## src/hw/rtl/ptw_pkg.sv

```systemverilog
// Types and constants of the page table walker.
// Depends on nothing; used by every other file of the block but the assertion macros.
package ptw_pkg;

   localparam int INDEX_BITS = 9;
   localparam int VPN_W      = 45;
   localparam int PPN_W      = 52;
   localparam int ENTRY_W    = 53;
   localparam int OP_W       = 2;
   localparam int CSR_IDX_W  = 1;
   localparam int CSR_DATA_W = 6;
   localparam int MOD_CHUNK  = 12;

   localparam logic [OP_W-1:0] OP_QUERY = 2'd0;
   localparam logic [OP_W-1:0] OP_MAP   = 2'd1;
   localparam logic [OP_W-1:0] OP_UNMAP = 2'd2;

   localparam logic [CSR_IDX_W-1:0] CSR_ROOT_FRAME = 1'd0;
   localparam logic [CSR_IDX_W-1:0] CSR_FIRST_FREE = 1'd1;

   localparam logic [CSR_DATA_W-1:0] ROOT_RESET       = 6'd0;
   localparam logic [CSR_DATA_W-1:0] FIRST_FREE_RESET = 6'd1;

   typedef struct packed {
      logic rd;
      logic wr;
   } mem_ctl_type;

   typedef enum logic [7:0] {
      S_CLEAR = 8'b0000_0001,
      S_IDLE  = 8'b0000_0010,
      S_MOD   = 8'b0000_0100,
      S_READ  = 8'b0000_1000,
      S_WAIT  = 8'b0001_0000,
      S_ZERO  = 8'b0010_0000,
      S_LINK  = 8'b0100_0000,
      S_DONE  = 8'b1000_0000
   } state_type;

endpackage

```

## src/hw/rtl/ptw_req_if.sv

```systemverilog
// Request channel of the page table walker: valid, ready and the request word.
// Depends on ptw_pkg.
interface ptw_req_if;
   logic                        valid;
   logic                        ready;
   logic [ptw_pkg::OP_W-1:0]    operation;
   logic [ptw_pkg::VPN_W-1:0]   vpn;
   logic [ptw_pkg::PPN_W-1:0]   ppn;

   modport source (output valid, operation, vpn, ppn, input ready);
   modport sink   (input valid, operation, vpn, ppn, output ready);
endinterface

```

## src/hw/rtl/ptw_rsp_if.sv

```systemverilog
// Response channel of the page table walker: valid, ready and the result word.
// Depends on ptw_pkg.
interface ptw_rsp_if;
   logic                        valid;
   logic                        ready;
   logic                        found;
   logic [ptw_pkg::PPN_W-1:0]   result_ppn;
   logic                        status;

   modport source (output valid, found, result_ppn, status, input ready);
   modport sink   (input valid, found, result_ppn, status, output ready);
endinterface

```

## src/hw/rtl/ptw_ctrl.sv

```systemverilog
// Walk sequencer: clears the store, walks levels, allocates and zeroes frames.
// Depends on ptw_pkg and the two channel interfaces.
module ptw_ctrl #(
   parameter int NUM_FRAMES = 64,
   parameter int LEVELS     = 5,
   localparam int FRAME_W = (NUM_FRAMES > 1) ? $clog2(NUM_FRAMES) : 1,
   localparam int ADDR_W  = FRAME_W + ptw_pkg::INDEX_BITS
) (
   input  logic                               clock,
   input  logic                               reset,
   input  logic                               csr_wr_en,
   input  logic [ptw_pkg::CSR_IDX_W-1:0]      csr_index,
   input  logic [ptw_pkg::CSR_DATA_W-1:0]     csr_wdata,
   ptw_req_if.sink                            req,
   ptw_rsp_if.source                          rsp,
   output ptw_pkg::mem_ctl_type               mem_ctl,
   output logic [ADDR_W-1:0]                  mem_addr,
   output logic [ptw_pkg::ENTRY_W-1:0]        mem_wdata,
   input  logic [ptw_pkg::ENTRY_W-1:0]        mem_rdata,
   output logic                               mod_start,
   output logic [ptw_pkg::PPN_W-1:0]          mod_value,
   input  logic                               mod_done,
   input  logic [FRAME_W-1:0]                 mod_result
);

   localparam int DEPTH = NUM_FRAMES * (2 ** ptw_pkg::INDEX_BITS);
   localparam int NF_W  = ($clog2(NUM_FRAMES + 1) > ptw_pkg::CSR_DATA_W) ?
                          $clog2(NUM_FRAMES + 1) : ptw_pkg::CSR_DATA_W;
   localparam int LV_W  = (LEVELS > 1) ? $clog2(LEVELS) : 1;
   localparam int IB    = ptw_pkg::INDEX_BITS;

   ptw_pkg::state_type                state_ff, state_in;
   logic [ADDR_W-1:0]                 clr_ff, clr_in;
   logic [ptw_pkg::CSR_DATA_W-1:0]    root_ff, root_in;
   logic [NF_W-1:0]                   nf_ff, nf_in;
   logic                              rsp_valid_ff, rsp_valid_in;

   logic [ptw_pkg::OP_W-1:0]          op_ff, op_in;
   logic [ptw_pkg::VPN_W-1:0]         vpn_ff, vpn_in;
   logic [ptw_pkg::PPN_W-1:0]         ppn_ff, ppn_in;
   logic [LV_W-1:0]                   level_ff, level_in;
   logic [FRAME_W-1:0]                frame_ff, frame_in;
   logic [ADDR_W-1:0]                 addr_ff, addr_in;
   logic [IB-1:0]                     zidx_ff, zidx_in;
   logic                              res_found_ff, res_found_in;
   logic [ptw_pkg::PPN_W-1:0]         res_ppn_ff, res_ppn_in;
   logic                              res_status_ff, res_status_in;
   logic                              found_ff, found_in;
   logic [ptw_pkg::PPN_W-1:0]         rppn_ff, rppn_in;
   logic                              status_ff, status_in;

   logic                              req_ready;
   logic [IB-1:0]                     idx;
   logic                              last_level;

   always_comb begin
      idx = IB'(vpn_ff >> (IB * (LEVELS - 1 - int'(level_ff))));
   end

   assign last_level = (level_ff == LV_W'(LEVELS - 1));

   always_comb begin
      state_in      = state_ff;
      clr_in        = clr_ff;
      root_in       = root_ff;
      nf_in         = nf_ff;
      rsp_valid_in  = rsp_valid_ff;
      op_in         = op_ff;
      vpn_in        = vpn_ff;
      ppn_in        = ppn_ff;
      level_in      = level_ff;
      frame_in      = frame_ff;
      addr_in       = addr_ff;
      zidx_in       = zidx_ff;
      res_found_in  = res_found_ff;
      res_ppn_in    = res_ppn_ff;
      res_status_in = res_status_ff;
      found_in      = found_ff;
      rppn_in       = rppn_ff;
      status_in     = status_ff;
      mem_ctl       = '0;
      mem_addr      = addr_ff;
      mem_wdata     = '0;
      mod_start     = 1'b0;
      mod_value     = ptw_pkg::PPN_W'(root_ff);
      req_ready     = 1'b0;

      if (rsp_valid_ff && rsp.ready) begin
         rsp_valid_in = 1'b0;
      end

      case (state_ff)
         ptw_pkg::S_CLEAR: begin
            mem_ctl.wr = 1'b1;
            mem_addr   = clr_ff;
            clr_in     = clr_ff + 1'b1;
            if (clr_ff == ADDR_W'(DEPTH - 1)) begin
               state_in = ptw_pkg::S_IDLE;
            end
         end
         ptw_pkg::S_IDLE: begin
            req_ready = 1'b1;
            if (req.valid) begin
               op_in         = req.operation;
               vpn_in        = req.vpn;
               ppn_in        = req.ppn;
               level_in      = '0;
               res_found_in  = 1'b0;
               res_ppn_in    = '0;
               res_status_in = 1'b0;
               if (req.operation == ptw_pkg::OP_QUERY || req.operation == ptw_pkg::OP_MAP ||
                   req.operation == ptw_pkg::OP_UNMAP) begin
                  mod_start = 1'b1;
                  state_in  = ptw_pkg::S_MOD;
               end else begin
                  state_in = ptw_pkg::S_DONE;
               end
            end
         end
         ptw_pkg::S_MOD: begin
            if (mod_done) begin
               frame_in = mod_result;
               state_in = ptw_pkg::S_READ;
            end
         end
         ptw_pkg::S_READ: begin
            mem_ctl.rd = 1'b1;
            mem_addr   = {frame_ff, idx};
            addr_in    = {frame_ff, idx};
            state_in   = ptw_pkg::S_WAIT;
         end
         ptw_pkg::S_WAIT: begin
            if (!last_level) begin
               if (mem_rdata == '0) begin
                  if (op_ff == ptw_pkg::OP_QUERY) begin
                     state_in = ptw_pkg::S_DONE;
                  end else if (nf_ff >= NF_W'(NUM_FRAMES)) begin
                     res_status_in = 1'b1;
                     state_in      = ptw_pkg::S_DONE;
                  end else begin
                     zidx_in  = '0;
                     state_in = ptw_pkg::S_ZERO;
                  end
               end else begin
                  mod_start = 1'b1;
                  mod_value = mem_rdata[ptw_pkg::ENTRY_W-1:1];
                  level_in  = level_ff + 1'b1;
                  state_in  = ptw_pkg::S_MOD;
               end
            end else begin
               case (op_ff)
                  ptw_pkg::OP_QUERY: begin
                     res_found_in = mem_rdata[0];
                     res_ppn_in   = mem_rdata[0] ? mem_rdata[ptw_pkg::ENTRY_W-1:1] : '0;
                  end
                  ptw_pkg::OP_MAP: begin
                     mem_ctl.wr = 1'b1;
                     mem_wdata  = {ppn_ff, 1'b1};
                  end
                  ptw_pkg::OP_UNMAP: begin
                     mem_ctl.wr = 1'b1;
                     mem_wdata  = {mem_rdata[ptw_pkg::ENTRY_W-1:1], 1'b0};
                  end
                  default: begin
                  end
               endcase
               state_in = ptw_pkg::S_DONE;
            end
         end
         ptw_pkg::S_ZERO: begin
            mem_ctl.wr = 1'b1;
            mem_addr   = {nf_ff[FRAME_W-1:0], zidx_ff};
            zidx_in    = zidx_ff + 1'b1;
            if (zidx_ff == '1) begin
               state_in = ptw_pkg::S_LINK;
            end
         end
         ptw_pkg::S_LINK: begin
            mem_ctl.wr = 1'b1;
            mem_wdata  = ptw_pkg::ENTRY_W'({nf_ff, 1'b1});
            frame_in   = nf_ff[FRAME_W-1:0];
            nf_in      = nf_ff + 1'b1;
            level_in   = level_ff + 1'b1;
            state_in   = ptw_pkg::S_READ;
         end
         ptw_pkg::S_DONE: begin
            if (!rsp_valid_ff || rsp.ready) begin
               rsp_valid_in = 1'b1;
               found_in     = res_found_ff;
               rppn_in      = res_ppn_ff;
               status_in    = res_status_ff;
               state_in     = ptw_pkg::S_IDLE;
            end
         end
         default: begin
            state_in = ptw_pkg::S_IDLE;
         end
      endcase

      if (csr_wr_en) begin
         case (csr_index)
            ptw_pkg::CSR_ROOT_FRAME: root_in = csr_wdata;
            ptw_pkg::CSR_FIRST_FREE: nf_in   = NF_W'(csr_wdata);
            default: begin
            end
         endcase
      end
   end

   always_ff @(posedge clock) begin
      if (reset) begin
         state_ff     <= ptw_pkg::S_CLEAR;
         clr_ff       <= '0;
         root_ff      <= ptw_pkg::ROOT_RESET;
         nf_ff        <= NF_W'(ptw_pkg::FIRST_FREE_RESET);
         rsp_valid_ff <= 1'b0;
      end else begin
         state_ff     <= state_in;
         clr_ff       <= clr_in;
         root_ff      <= root_in;
         nf_ff        <= nf_in;
         rsp_valid_ff <= rsp_valid_in;
      end
   end

   always_ff @(posedge clock) begin
      op_ff         <= op_in;
      vpn_ff        <= vpn_in;
      ppn_ff        <= ppn_in;
      level_ff      <= level_in;
      frame_ff      <= frame_in;
      addr_ff       <= addr_in;
      zidx_ff       <= zidx_in;
      res_found_ff  <= res_found_in;
      res_ppn_ff    <= res_ppn_in;
      res_status_ff <= res_status_in;
      found_ff      <= found_in;
      rppn_ff       <= rppn_in;
      status_ff     <= status_in;
   end

   assign req.ready      = req_ready;
   assign rsp.valid      = rsp_valid_ff;
   assign rsp.found      = found_ff;
   assign rsp.result_ppn = rppn_ff;
   assign rsp.status     = status_ff;

endmodule

```

## src/flat_wrapper.sv

```systemverilog
// flat-port wrapper written by rule: the top's interface ports become plain ports
module ptw_ctrl_flat 
#(
   parameter int NUM_FRAMES = 64,
   parameter int LEVELS     = 5,
   localparam int FRAME_W = (NUM_FRAMES > 1) ? $clog2(NUM_FRAMES) : 1,
   localparam int ADDR_W  = FRAME_W + ptw_pkg::INDEX_BITS
)
  (clock, reset, csr_wr_en, csr_index, csr_wdata, mem_ctl, mem_addr, mem_wdata, mem_rdata, mod_start, mod_value, mod_done, mod_result, req_valid, req_operation, req_vpn, req_ppn, req_ready, rsp_valid, rsp_found, rsp_result_ppn, rsp_status, rsp_ready);
  ptw_req_if req_i ();
  ptw_rsp_if rsp_i ();
  input  logic clock;
  input  logic reset;
  input  logic csr_wr_en;
  input  logic [ptw_pkg::CSR_IDX_W-1:0] csr_index;
  input  logic [ptw_pkg::CSR_DATA_W-1:0] csr_wdata;
  output ptw_pkg::mem_ctl_type mem_ctl;
  output logic [ADDR_W-1:0] mem_addr;
  output logic [ptw_pkg::ENTRY_W-1:0] mem_wdata;
  input  logic [ptw_pkg::ENTRY_W-1:0] mem_rdata;
  output logic mod_start;
  output logic [ptw_pkg::PPN_W-1:0] mod_value;
  input  logic mod_done;
  input  logic [FRAME_W-1:0] mod_result;
  input wire logic [$bits(req_i.valid)-1:0] req_valid;
  input wire logic [$bits(req_i.operation)-1:0] req_operation;
  input wire logic [$bits(req_i.vpn)-1:0] req_vpn;
  input wire logic [$bits(req_i.ppn)-1:0] req_ppn;
  output wire logic [$bits(req_i.ready)-1:0] req_ready;
  output wire logic [$bits(rsp_i.valid)-1:0] rsp_valid;
  output wire logic [$bits(rsp_i.found)-1:0] rsp_found;
  output wire logic [$bits(rsp_i.result_ppn)-1:0] rsp_result_ppn;
  output wire logic [$bits(rsp_i.status)-1:0] rsp_status;
  input wire logic [$bits(rsp_i.ready)-1:0] rsp_ready;
  assign req_i.valid = req_valid;
  assign req_i.operation = req_operation;
  assign req_i.vpn = req_vpn;
  assign req_i.ppn = req_ppn;
  assign req_ready = req_i.ready;
  assign rsp_valid = rsp_i.valid;
  assign rsp_found = rsp_i.found;
  assign rsp_result_ppn = rsp_i.result_ppn;
  assign rsp_status = rsp_i.status;
  assign rsp_i.ready = rsp_ready;
  ptw_ctrl #(.NUM_FRAMES(NUM_FRAMES), .LEVELS(LEVELS)) u_core (.clock(clock), .reset(reset), .csr_wr_en(csr_wr_en), .csr_index(csr_index), .csr_wdata(csr_wdata), .req(req_i), .rsp(rsp_i), .mem_ctl(mem_ctl), .mem_addr(mem_addr), .mem_wdata(mem_wdata), .mem_rdata(mem_rdata), .mod_start(mod_start), .mod_value(mod_value), .mod_done(mod_done), .mod_result(mod_result));
endmodule
```

## config.mk

```make
export PLATFORM = sky130hd
export DESIGN_NAME = ptw_ctrl_flat
export DESIGN_NICKNAME = d
export VERILOG_FILES = /design/src/hw/rtl/ptw_pkg.sv /design/src/hw/rtl/ptw_req_if.sv /design/src/hw/rtl/ptw_rsp_if.sv /design/src/hw/rtl/ptw_ctrl.sv /design/src/flat_wrapper.sv
export SDC_FILE = /design/constraint.sdc
export NUM_CORES = 1
export LEC_CHECK = 0
export ABC_CLOCK_PERIOD_IN_PS = 10650
export BUFFER_PORTS_ARGS = -buffer_cell sky130_fd_sc_hd__buf_2
export CAP_MARGIN = 0
export CORE_ASPECT_RATIO = 1.2
export CORE_UTILIZATION = 40
export CTS_CLUSTER_DIAMETER = 80
export DETAILED_ROUTE_END_ITERATION = 10
export SYNTH_ARGS = -nofsm -noshare
export SYNTH_HDL_FRONTEND = slang
export SYNTH_SLANG_ARGS = --single-unit
```

## constraint.sdc

```tcl
create_clock -name clock -period 10.65 [get_ports clock]
set_input_delay 0.5325 -clock clock [delete_from_list [all_inputs] [get_ports clock]]
set_output_delay 0.5325 -clock clock [all_outputs]
set_load 0.1 [all_outputs]
```

==> metrics.md <==
| Metric | Value |
|---|---|
| Status | completed |
| Required @ worst endpoint | slightly above 10 ns |
| DRT iter0 DRCs | 774 |
| Cell leakage power | just under 7 nW |
| Vias/cell | 5.528 |
| Clock sinks | roughly 280 |
| Crit. End Element | primary output |
| Worst Hold Class | input port to register |
| Count of flip-flops with a built-in enable after synthesis | 240 |
| Fraction of registers with async set or reset after synthesis | 0% |
| Met1 usage | between 20% and 30% |
| Commonest cells after routing, fill and taps aside | buf_2, edfxtp_1, nor2_1, nand2_1, and3_1 |
| Mapped Area | between 10000 and 15000 sq um |
| DP Wirelength | roughly 30000 microns |
| Post-Syn Instances | approximately 1.1k |
| Nets@finish | approximately 1.6k |
| Number of buffers created by CTS | 29 |
| Clock Skew | between 0.01 and 0.015 ns |
| Reg-to-Reg End | u_core.addr_ff[7] |
| Met3 Track Usage GR | 4.597% |
| Most Crowded Layer GR | met2 |
| Post-CTS Setup Inserts | 0 |
| Ys flop type | edfxtp_1 |
| Mux contribution to synthesized area | 10.94% |
| Synthesized Nets | roughly 1.3k |
| Area grow syn2layout | 21.97% |
| IO Pins | 350 |
| Final period util | about 69% |
| I/O Buffers | 349 |
| Final setup fails | 0 |
| Layout cells sized above 1 | around a third |
| Post-Place Cells | 1836 |
| CP startpoint kind | register |
| Setup crit start | u_core.level_ff[0] |
| Number of synthesized register bits | between 200 and 300 |
| H-tree depth | 1 |
| Via count | 10.48k |
| Post-CTS resize count | 0 |
| Row Count | 74 |
| Worst reg2reg path startpoint | u_core.level_ff[0] |
| Routed WL | roughly 42000 microns |
| R2R setup slack | a little under 5 ns |
| Worst setup path end | mem_addr[5] |
| Worst Reg-to-Reg Cells | 16 |
| Largest net degree at the start of global routing | between 70 and 80 |
| Root buf cell | clkbuf_16 |
| RSZ-0062 raised after global routing | false |
| Met2 global-route usage | 41.05% |
| Die area | 35380 sq um |
| Seq/Total Area, Yosys | about 57% |
| Number of global-route vias before repair | ~10k |
| Final Non-Filler Cells | ~1.9k |
| Setup TNS | 0 ns |
| Post-DRT Antenna Nets | 0 |
| Worst slew pin tran | 1.169 ns |
| WL/cell | approximately 22 microns |
| Largest family of logic cells by synthesized area | simple AND/OR/NAND/NOR gates |
| Yosys cell types | between 70 and 80 |
| Post-Synthesis Mean Instance Area | about 13 sq um |
| Relative slew slack | around 22% |
| Worst-Skew Late Latency | 0.56 ns |
| Post-CTS Hold Buffers | 0 |
| Final hold vios | 0 |
| Die X | approximately 170 microns |
| CP Max Fanout | between 50 and 60 |
| Slew Limit Fails | 0 |
| Syn. warnings | 0 |
| DRT Pass-1 Iters | 5 |
| Clock transition at the registers of the reported paths | approximately 0.06 ns |
| Most common cell after layout, fill and taps aside | buf_2 |
| Initial antenna violation count | 7 |
| Routability cong. | roughly 0.91 |
| DR DRC count | 0 |
| Xor/xnor share of the synthesized area | under 10% |
| First-pass GRT wire length | 60150 microns |
| Crit path time final | 7.336 ns |
| Core footprint | 34070 sq um |
| CP Class | register to primary output |
| VDD IR-drop max | approximately 0.00014 V |
| Max-cap violations | 0 |
| Achievable Freq | 0.1363 GHz |
| Remaining Overflow, GRT | 0 |
| Simple-gate share of the synthesized area | 16.01% |
| Effective utilization at floorplan | between 40% and 50% |
| CTS tree | done |
| Worst path arrival time | ~6.8 ns |
| Compound-Gate Fraction of Synth Area | roughly 8.3% |
| Max clock buf depth | 3 |
| DIE HEIGHT | around 210 microns |
| Adder-Cell Fraction of Synth Area | about 2.5% |
| Gr usage total | roughly 23% |
| P per Cell Area | about 150 nW/um^2 |
[state kept, by name, indices dropped and copies added (netlist names), 6 cells and up]
name	flops
u_core.res_ppn_ff	52
u_core.ppn_ff	52
u_core.addr_ff	15
u_core.clr_ff	15
u_core.frame_ff	6
u_core.rsp.result_ppn	52
u_core.zidx_ff	9
u_core.state_ff	8
u_core.nf_ff	7
u_core.vpn_ff	45
u_core.root_ff	6
[cell usage after synthesis, types with 4 or more instances]
| master | number | area share (%) |
|---|---|---|
| or2_2 | 4 | 0.18 |
| ha_1 | 26 | 2.3 |
| a211oi_1 | 6 | 0.33 |
| o22ai_1 | 8 | 0.36 |
| inv_1 | 22 | 0.60 |
| nor3_1 | 9 | 0.33 |
| or3_1 | 6 | 0.27 |
| nand4_1 | 15 | 0.68 |
| xor2_1 | 18 | 1.1 |
| a22oi_1 | 52 | 2.8 |
| clkbuf_1 | 55 | 1.5 |
| nand2b_1 | 4 | 0.18 |
| nor2b_1 | 10 | 0.45 |
| nor3b_1 | 5 | 0.27 |
| mux4_2 | 29 | 4.7 |
| a31oi_1 | 10 | 0.45 |
| and4_1 | 5 | 0.32 |
| mux2i_1 | 40 | 2.9 |
| and3_1 | 61 | 2.8 |
| nor4_1 | 15 | 0.68 |
| a222oi_1 | 8 | 0.58 |
| dfxtp_1 | 37 | 5.3 |
| a311oi_1 | 4 | 0.25 |
| mux4_1 | 12 | 2.3 |
| buf_2 | 8 | 0.29 |
| mux2_2 | 13 | 1.1 |
| nand4b_1 | 4 | 0.25 |
| nand3_1 | 22 | 0.79 |
| and2_1 | 53 | 2.4 |
| nor2_1 | 113 | 3.1 |
| o21ai_0 | 15 | 0.54 |
| nand2_1 | 68 | 1.8 |
| edfxtp_1 | 240 | 52 |
| a21oi_1 | 19 | 0.69 |
| xnor2_1 | 9 | 0.57 |
| a221o_1 | 6 | 0.43 |
[report_power, final]
| part | total (mW) | internal [mW] | switching (mW) | leakage (nW) |
|---|---|---|---|---|
| Combinational | 0.313 | 0.0924 | 0.221 | 3.97 |
| Clock | 1.00 | 0.575 | 0.425 | 0.458 |
| Sequential | 1.20 | 1.19 | 0.0137 | 2.46 |
| Total | 2.51 | 1.85 | 0.660 | 6.88 |
[metrics by stage]
| step | setup WS (ns) | hold WS (ns) | instance area [sq um] | util [%] | total power, mW |
|---|---|---|---|---|---|
| 2_1_floorplan | 3.729 | 0.4003 | 13850 | - | 1.435 |
| 3_3_place_gp | 4.072 | 0.4003 | 15950 | 46.81 | 1.535 |
| 3_5_place_dp | 3.932 | 0.4045 | 15950 | 46.81 | 1.537 |
| 4_1_cts | 3.314 | 0.1196 | 16880 | 49.54 | 2.537 |
| 5_1_grt | 2.803 | 0.1254 | 16890 | 49.57 | 2.595 |
| 6_report | 3.314 | 0.1488 | 16890 | 49.58 | 2.514 |
[logic make-up after synthesis]
kind of cell | count (synthesis)
buf+inv | 94
simple gates | 415
compound gates | 156
fa+ha+maj | 27
flops | 277
mux | 94
xor+xnor | 27
[area by class of cell]
type                            instances  area, sq um
Multi-Input combinational cell        719         5508
Fill cell                            3147        17180
Timing Repair Buffer                  361         1837
Antenna cell                            5        12.51
Clock inverter                         20        187.7
Tap cell                              456        570.5
Clock buffer                           34        744.5
Inverter                               23        86.33
Sequential cell                       277         7948
[how the worst min path moves through the flow]
stage	cells past startpoint	slack [ns]	end	from
4_1_cts	1	0.12	u_core.ppn_ff[44]	req_ppn[44]
3_5_place_dp	0	0.40	u_core.rsp.result_ppn[0]	u_core.res_ppn_ff[0]
3_3_place_gp	0	0.40	u_core.rsp.result_ppn[50]	u_core.res_ppn_ff[50]
5_1_grt	1	0.13	u_core.vpn_ff[3]	req_vpn[3]
2_1_floorplan	0	0.40	u_core.rsp.found	u_core.res_found_ff
6_report	1	0.15	u_core.ppn_ff[28]	req_ppn[28]
[worst max-delay path: stages (launching register included)]
cell       delay [ns]
edfxtp_1         0.32
buf_4            0.64
inv_1            0.11
ha_2             0.21
ha_1             0.85
inv_1            0.42
fa_1             0.59
inv_1            0.08
ha_1             0.21
and3b_1          0.22
a21oi_1          0.09
ha_1             0.29
nand4bb_1        0.10
nor4_1           0.45
o311a_1          0.34
nand3_2          0.19
or4_1            0.48
a21oi_1          0.19
buf_2            0.45
[routing by layer]
layer | wire length, microns | vias up
met5 | 27 | -
met4 | 1547 | 4
met3 | 2973 | 80
met2 | 21150 | 426
met1 | 15860 | 5125
li1 | - | 4840
(Power assumes the default switching activity.)
